`config.mk`:
```
export PLATFORM = sky130hd
export DESIGN_NAME = gblur_div
export DESIGN_NICKNAME = d
export VERILOG_FILES = /design/src/rtl/gblur_pkg.sv /design/src/rtl/gblur_div.sv
export SDC_FILE = /design/constraint.sdc
export NUM_CORES = 1
export LEC_CHECK = 0
export ABC_AREA = 1
export BUFFER_PORTS_ARGS = -buffer_cell sky130_fd_sc_hd__buf_2
export CORE_MARGIN = 10
export CORE_UTILIZATION = 60
export DETAILED_ROUTE_END_ITERATION = 8
export MAX_ROUTING_LAYER = met4
export PLACE_DENSITY_LB_ADDON = 0.25
export SYNTH_ARGS = -nofsm -noshare
export SYNTH_HDL_FRONTEND = slang
export SYNTH_SLANG_ARGS = --single-unit
```
`constraint.sdc`:
```
create_clock -name clock -period 3 [get_ports clock]
set_input_delay 0.15 -clock clock [delete_from_list [all_inputs] [get_ports clock]]
set_output_delay 0.15 -clock clock [all_outputs]
set_load 0.005 [all_outputs]
```
`src/rtl/gblur_pkg.sv`:
```
package gblur_pkg;

   // Field and register widths.
   localparam int GREY_W   = 8;
   localparam int WIDTH_W  = 11;
   localparam int HEIGHT_W = 13;
   localparam int SIDE_W   = 3;
   localparam int SCALE_W  = 16;
   localparam int ROW_W    = 14;
   localparam int NUM_COEF = 25;
   localparam int ACC_W    = 24;
   localparam int DIV_W    = ACC_W - 1;
   localparam int CSR_AW   = 6;
   localparam int CSR_DW   = 64;

   localparam int DEF_MAX_WIDTH  = 1024;
   localparam int DEF_MAX_KERNEL = 5;

   // Register indexes, taken from csr_paddr[5:3].
   localparam logic [2:0] REG_WIDTH  = 3'd0;
   localparam logic [2:0] REG_HEIGHT = 3'd1;
   localparam logic [2:0] REG_SIDE   = 3'd2;
   localparam logic [2:0] REG_SCALE  = 3'd3;
   localparam logic [2:0] REG_COEF0  = 3'd4;
   localparam logic [2:0] REG_COEF1  = 3'd5;
   localparam logic [2:0] REG_COEF2  = 3'd6;
   localparam logic [2:0] REG_COEF3  = 3'd7;

   // Item kinds on req_tuser.
   localparam logic KIND_PIXEL = 1'b0;
   localparam logic KIND_DRAIN = 1'b1;

   typedef struct packed {
      logic             done;
      logic [DIV_W-1:0] quotient;
   } div_status_type;

   // Truncated mean of three channels: the sum times 683/2048 is exact here.
   function automatic logic [GREY_W-1:0] grey_of(input logic [7:0] r,
                                                 input logic [7:0] g,
                                                 input logic [7:0] b);
      logic [9:0]  sum;
      logic [19:0] prod;
      sum  = 10'(r) + 10'(g) + 10'(b);
      prod = 20'(sum) * 20'd683;
      return prod[18:11];
   endfunction

endpackage

```
`src/rtl/gblur_div.sv`:
```
module gblur_div (
   input  logic                            clock,
   input  logic                            reset,
   input  logic                            start,
   input  logic [gblur_pkg::DIV_W-1:0]     dividend,
   input  logic [gblur_pkg::SCALE_W-1:0]   divisor,
   output gblur_pkg::div_status_type       status
);
   import gblur_pkg::*;

   localparam int CNT_W = $clog2(DIV_W + 1);

   logic               busy_ff, busy_in;
   logic               done_ff, done_in;
   logic [CNT_W-1:0]   cnt_ff, cnt_in;
   logic [SCALE_W-1:0] rem_ff, rem_in;
   logic [SCALE_W-1:0] dsr_ff, dsr_in;
   logic [DIV_W-1:0]   quo_ff, quo_in;
   logic [SCALE_W:0]   rem_sh;
   logic               fits;

   // Restoring division, one quotient bit per cycle.
   always_comb begin
      rem_sh  = {rem_ff, quo_ff[DIV_W-1]};
      fits    = rem_sh >= {1'b0, dsr_ff};
      busy_in = busy_ff;
      done_in = 1'b0;
      cnt_in  = cnt_ff;
      rem_in  = rem_ff;
      dsr_in  = dsr_ff;
      quo_in  = quo_ff;
      if (start) begin
         busy_in = 1'b1;
         cnt_in  = '0;
         rem_in  = '0;
         dsr_in  = divisor;
         quo_in  = dividend;
      end else if (busy_ff) begin
         rem_in = fits ? SCALE_W'(rem_sh - {1'b0, dsr_ff}) : SCALE_W'(rem_sh);
         quo_in = {quo_ff[DIV_W-2:0], fits};
         cnt_in = cnt_ff + CNT_W'(1);
         if (cnt_ff == CNT_W'(DIV_W - 1)) begin
            busy_in = 1'b0;
            done_in = 1'b1;
         end
      end
   end

   always_ff @(posedge clock) begin
      if (reset) begin
         busy_ff <= 1'b0;
         done_ff <= 1'b0;
      end else begin
         busy_ff <= busy_in;
         done_ff <= done_in;
      end
   end

   always_ff @(posedge clock) begin
      cnt_ff <= cnt_in;
      rem_ff <= rem_in;
      dsr_ff <= dsr_in;
      quo_ff <= quo_in;
   end

   assign status.done     = done_ff;
   assign status.quotient = quo_ff;

   a_done_after_busy: assert property (@(posedge clock) disable iff (reset)
      done_ff |-> $past(busy_ff))
      else $error("divider finished without running");
endmodule

```
==> summary.md, run 1 <==
| Metric | Value |
|---|---|
| Longest Clk Path Bufs | 2 |
| Status | complete, no violations |
| Pins over their slew limit | 0 |
| Register area | 1630 um^2 |
| Area leader, netlist | edfxtp_1 |
| Sw Pwr | 0.000518 W |
| Skew final | 0.00718 ns |
| Share of cells above drive strength 1 | 0.187 |
| Most common cell on crit path | nand2_1 |
| Fin crit period | roughly 2.2 ns |
| Synth warn | 0 |
| Family with the most delay on the worst path | simple AND/OR/NAND/NOR gates |
| Min-delay worst type | input port to flop |
| DR vias/cell | around 5.1 |
| Total GRT Usage | 0.191 |
| Diodes inserted | 0 |
| P&R area growth vs syn | 21.9% |
| Critical path's largest stage delay | 0.41 ns |
| Initial drt markers | between 300 and 400 |
| Gpl congestion | ~0.99 |
| Clock share of power | 0.404 |
| Final ANT Viol Nets | 0 |
| Initial antenna violation count | 0 |
| Congestion Overflow GR | 0 |
| Final wirelength | ~9000 um |
| WL/cell | between 10 and 15 um |
| Switching fraction of total power | 0.240 |
| Post-Synthesis Cells | between 400 and 500 |
| DR vias | 3,276 |
| Final HPWL DP | around 6400 um |
| RSZ-0062 raised after global routing | false |
| First-pass GRT wire length | roughly 15,000 um |
| Largest net degree at the start of global routing | 42 |
| Actual slew at the worst max-slew pin | roughly 0.56 ns |
| Multi-input gate area | 1660 um^2 |
| Mapped Avg Cell Area | roughly 7.7 um^2 |
| Final Hold Fails | 0 |
| Seq/Total Area, Yosys | 0.449 |
| Total CTS buffers | 9 |
| Post-Syn Nets | 536 |
| WP data required | between 3 and 4 ns |
| DIE AREA | 9570 um^2 |
| Final Setup Violations | 0 |
| Starting density of the core | 0.618 |
| Clk root buf | clkbuf_8 |
| Clk sinks | 62 |
| Die width | around 98 um |
| Fill cell count | around 470 |
| Crit Path Max Fanout | 18 |
| PortBufs | 65 |
| Tcrit/Tclk final | 0.733 |
| IO Pins | 66 |
| Die span in y | 97.8 um |
| Clock latency on the worst-skew pair | roughly 0.33 ns |
| Fmax | 455 MHz |
| Slew HR | 0.625 |
| Leak | roughly 2.3 nW |
| Initial DRT Pass Iterations | 5 |
| Synth top area share | 0.322 |
| Number of buffers and inverters on the critical path | 1 |
| Crit path max-delay cell type | nor2_4 |
| Setup TNS Final | 0 ns |
| Setup Crit Path Kind | flop to flop |
| Comb pwr share | 0.132 |
| Worst vdd ir | between 0.0004 and 0.0005 V |
| Synth unique cells | 34 |
| CP endpoint kind | flop |
| Top FF cell, synth | edfxtp_1 |
| Top post-synthesis cells by area | edfxtp_1 (32%), nand2_1 (19%), dfxtp_1 (13%) |
| Seq pwr share | 0.463 |
| Async S/R FF share, synth | 0 |
| Synthesis-stage register bit count | 62 |
| Hold slack | approximately 0.08 ns |
| Vias in the first global route | between 3,000 and 4,000 |
| Drt drc | 0 |
| Synth top cells by count | nand2_1 (186), inv_1 (72), edfxtp_1 (39) |
| Max cap viols | 0 |
| CP arrival | approximately 2.5 ns |
| CTS clk-pin slew, worst paths | ~0.07 ns |
| Top-count cell post-synth | nand2_1 |
| Startpoint Class | flop |
| Internal power | roughly 0.0016 W |
| Core Rows | 28 |
| P per Cell Area | between 400 and 500 nW/um^2 |
| CTS tree | done |
| Final Net Count | 623 |
| Mapped Area | 3630 um^2 |
| Core area | roughly 6000 um^2 |
| H-tree Lvls | 3 |
| CP cell instances | inv_1 > ha_1 > a21oi_1 > a21oi_2 > nor2_4 > nand2_4 > nand2_1 > nand3_1 > nand2_1 |
| EDFF count, synth | 39 |
==> power groups by stage <==
stage               Clock (W)  Combinational [W]  Sequential, W
detailed placement          0           0.000265        0.00102
CTS                  0.000884           0.000283       0.000999
global route         0.000922           0.000321        0.00101
finish               0.000873           0.000285        0.00100
global placement            0           0.000258        0.00102
floorplan                   0           0.000152        0.00102
==> state kept, by name, indices dropped and copies added, names as in the netlist <==
| signal | cells |
|---|---|
| busy_ff | 1 |
| dsr_ff | 16 |
| rem_ff | 16 |
| done_ff | 1 |
| cnt_ff | 5 |
| quo_ff | 23 |
==> cell families after synthesis <==
logic type	synth area share
compound gates	0.0434
xor+xnor	0.0145
fa+ha+maj	0.0675
buf+inv	0.0957
flops	0.449
simple gates	0.330
==> placed cells by master, fill, tap and decap left out, drive strengths merged, types with 3 or more instances in the layout <==
cell type    instances
nand2              192
inv                 74
buf                 69
nand3               42
edfxtp              39
dfxtp               23
nor2                22
ha                  18
dlygate4sd3         17
o21ai               14
clkbuf              10
a21oi                9
nand3b               7
nor3                 5
nand4                5
xnor2                5
bufinv               3
clkinv               3
==> per-stage QoR <==
step	worst slack [ns]	instances	area [um^2]	util	power [W]
2_1_floorplan	1.25	475	3630	-	0.00117
3_3_place_gp	0.917	609	4020	0.683	0.00127
3_5_place_dp	0.825	609	4020	0.683	0.00128
4_1_cts	0.816	642	4430	0.753	0.00217
5_1_grt	0.627	642	4430	0.753	0.00225
6_report	0.801	642	4430	0.753	0.00216
==> layer usage <==
layer | GRT usage | vias to the layer above | wire (um)
li1 | - | 1677 | -
met1 | 0.242 | 1470 | 4060
met2 | 0.302 | 116 | 4260
met3 | 0.0317 | 13 | 503
met4 | 0.0604 | 0 | 126
met5 | - | - | 0
==> final timing paths <==
kind                                   start         end  slack [ns]  cells after the start
worst max-delay path              dsr_ff[12]  rem_ff[13]        0.80                      9
worst min-delay path            dividend[13]  quo_ff[13]        0.08                      3
worst max register to register    dsr_ff[12]  rem_ff[13]        0.80                      9
worst min register to register    rem_ff[11]  rem_ff[11]        0.47                      2
==> worst min-delay path, stage by stage <==
cell and delay, ns:
buf_2 0.07, nand2_1 0.04, nand2_1 0.05
==> final cells by class <==
class	instances	area share
multi-input combinational	327	0.374
sequential	62	0.368
clock inverter	6	0.0249
clock buffer	10	0.0288
tap	75	0.0212
inverter	76	0.0644
timing repair buffer	86	0.119
==> what timing repair did <==
| action | 4_1_cts | 5_1_grt |
|---|---|---|
| setup buffers | 0 | 0 |
| hold buffers | 17 | 0 |
| endpoints found under the hold margin | 17 | 0 |
| resized for setup | 0 | 0 |
Power figures use the tool's default switching activity.
==> run 2: changes to the inputs <==
--- a/config.mk
+++ b/config.mk
@@ -8,7 +8,7 @@
 export ABC_AREA = 1
 export BUFFER_PORTS_ARGS = -buffer_cell sky130_fd_sc_hd__buf_2
 export CORE_MARGIN = 10
-export CORE_UTILIZATION = 60
+export CORE_UTILIZATION = 56
 export DETAILED_ROUTE_END_ITERATION = 8
 export MAX_ROUTING_LAYER = met4
 export PLACE_DENSITY_LB_ADDON = 0.25
==> constraint.sdc (replaced) <==
create_clock -name clock -period 2.2 [get_ports clock]
set_input_delay 0.11 -clock clock [delete_from_list [all_inputs] [get_ports clock]]
set_output_delay 0.11 -clock clock [all_outputs]
set_load 0.005 [all_outputs]
==> run 2 against run 1 <==
  * Core utilization decreased by 5.1 points
  * Non-clock buffer count increased by 8
  * Cell count increased by 1.6%
  * Die area increased by 5.7%
  * Clock power decreased by 6.8%
  * Flip-flop and latch count unchanged
  * Register-to-register slack got worse by 0.65 ns
  * Largest power group unchanged
==> summary.md, run 2 (synthesis results as in run 1) <==
| Metric | Value |
|---|---|
| Fill cell count | 503 (+7.9%) |
| Longest Clk Path Bufs | 2 (unchanged) |
| Hold Path Depth | 3 (unchanged) |
| DR vias/cell | 5.01 (-1.9%) |
| Diodes inserted | 0 (unchanged) |
| Final HPWL DP | 6500 um (+0.89%) |
| WL/cell | 13.6 um (-2.4%) |
| IO Pins | 66 (unchanged) |
| Core Rows | 29 (+3.6%) |
| Initial antenna violation count | 0 (unchanged) |
| CP endpoint kind | flop |
| Final Net Count | 631 (+1.3%) |
| Starting density of the core | 0.576 (-0.0419) |
| Cells on worst reg2reg path | 13 (+4) |
| Leak | 2.32 nW (+0.36%) |
| Initial DRT Pass Iterations | 4 (-1) |
| Initial drt markers | 154 (-51%) |
| Crit Path Max Fanout | 18 (unchanged) |
| Largest net degree at the start of global routing | 33 (-21%) |
| Tcrit/Tclk final | 0.931 (+0.198) |
| Total GRT Usage | 0.184 (-0.00638) |
| Setup Crit Path Kind | flop to flop |
| Fmax | 488 MHz (+7.4%) |
| Actual slew at the worst max-slew pin | 0.546 ns (-0.0150 ns) |
| Status | complete, no violations |
| P&R area growth vs syn | 21.8% (about the same) |
| WP data required | 2.40 ns (-0.87 ns) |
| Slew HR | 0.635 (+0.0100) |
| RR Endpoint | rem_ff[4] |
| Drt drc | 0 (unchanged) |
| Final Hold Fails | 0 (unchanged) |
| Vias in the first global route | 3,173 (-4.4%) |
| Final ANT Viol Nets | 0 (unchanged) |
| Clk sinks | 62 (unchanged) |
| Fin crit period | 2.05 ns (-0.151 ns) |
| Share of cells above drive strength 1 | 0.198 (+0.0113) |
| DIE AREA | 10,100 um^2 (+5.7%) |
| CTS clk-pin slew, worst paths | 0.06 ns (about the same) |
| Total CTS buffers | 9 (unchanged) |
| Design Area, Final | 4430 um^2 (about the same) |
| Die span in y | 101 um (+2.8%) |
| CTS tree | done |
| Most frequent cells in the layout | nand2_1 (186), inv_1 (72), buf_2 (65) |
| Gpl congestion | 0.980 (-0.88%) |
| Min-delay worst type | input port to flop |
| Startpoint Class | flop |
| DR vias | 3,265 (-0.34%) |
| Die width | 101 um (+2.8%) |
| Congestion Overflow GR | 0 (unchanged) |
| Clk root buf | clkbuf_8 |
| Commonest non-fill, non-tap cell in the layout | nand2_1 |
| RSZ-0062 raised after global routing | false |
| Reg-to-reg slack, setup | 0.15 ns (-0.65 ns) |
| Largest regs | quo_ff (23), dsr_ff (16), rem_ff (16) |
| P per Cell Area | 580 nW/um^2 (+19%) |
| Worst vdd ir | 0.000458 V (-5.1%) |
| Largest register FFs | 23 (unchanged) |
| Hold slack | 0.0465 ns (-0.0353 ns) |
| Final Setup Violations | 0 (unchanged) |
| Core area | 6310 um^2 (+7.3%) |
| Clock latency on the worst-skew pair | 0.34 ns (about the same) |
| Final wirelength | 8880 um (-0.84%) |
| Pins over their slew limit | 0 (unchanged) |
| Setup TNS Final | 0 ns (unchanged) |
| CP arrival | 2.25 ns (-0.22 ns) |
| Hold worst-path end | quo_ff[20] |
| First-pass GRT wire length | 14,700 um (-2.4%) |
| H-tree Lvls | 3 (unchanged) |
| Hold wc startpoint | dividend[20] |
| Largest reg by FF count | quo_ff |
| Skew final | 0.00837 ns (+0.00119 ns) |
| Max cap viols | 0 (unchanged) |
| PortBufs | 65 (unchanged) |
| Placed cell areas | 4030 um^2 (+0.25%) |
| Worst r2r src | dsr_ff[8] |
run 2: how the worst max path moves through the flow:
stage                     startpoint  slack [ns]    endpoint
after floorplan           quo_ff[22]        0.45   rem_ff[8]
after global placement    dsr_ff[12]        0.08  rem_ff[14]
after detailed placement  dsr_ff[12]        0.08   rem_ff[0]
after CTS                 dsr_ff[12]        0.06   rem_ff[0]
after global routing       dsr_ff[8]        0.03   rem_ff[4]
final                      dsr_ff[8]        0.15   rem_ff[4]
run 2: stage by stage:
step | total power, W | cells | utilization | setup WS [ns]
6_report | 0.00257 | 652 | 0.701 | 0.152
5_1_grt | 0.00270 | 652 | 0.701 | 0.0297
4_1_cts | 0.00258 | 645 | 0.690 | 0.0582
3_5_place_dp | 0.00174 | 612 | 0.639 | 0.0798
3_3_place_gp | 0.00174 | 612 | 0.639 | 0.0778
2_1_floorplan | 0.00159 | 475 | - | 0.447
run 2: power by group:
group	switching [W]	internal [W]	leakage, nW
clock	0.000415	0.000399	0.0805
sequential	0.0000371	0.00133	0.579
combinational	0.000225	0.000165	1.66
total	0.000678	0.00189	2.32
run 2: layer usage:
layer	GRT usage	up-vias	part of all wire
li1	-	1690	-
met2	0.266	105	0.45
met4	0.0750	0	0.016
met5	-	-	0
met3	0.0487	12	0.063
met1	0.240	1458	0.47
run 2: final cells by class:
type | instances | area, um^2 | share of cell area
timing repair buffer | 94 | 586 | 0.132
clock buffer | 11 | 131 | 0.0297
clock inverter | 5 | 26.3 | 0.00594
sequential | 62 | 1630 | 0.369
inverter | 76 | 285 | 0.0644
tap | 77 | 96.3 | 0.0218
multi-input combinational | 327 | 1670 | 0.377
run 2: timing repair:
action                                  in CTS  in global routing
hold buffers                                17                  0
gates resized for setup                      0                  3
endpoints found under the setup margin       0                 16
endpoints found under the hold margin       17                  0
buffers inserted                             0                  7
run 2: critical path: stages (launching register included):
cell and delay (ns):
edfxtp_1 0.32, inv_1 0.04, ha_1 0.38, nand2_2 0.13, inv_1 0.07, nand2_1 0.05
nand2_1 0.11, inv_2 0.06, nand3_2 0.10, nand2_4 0.17, nand2_8 0.20, nand2_1 0.07
nand3_1 0.08, o21ai_0 0.11
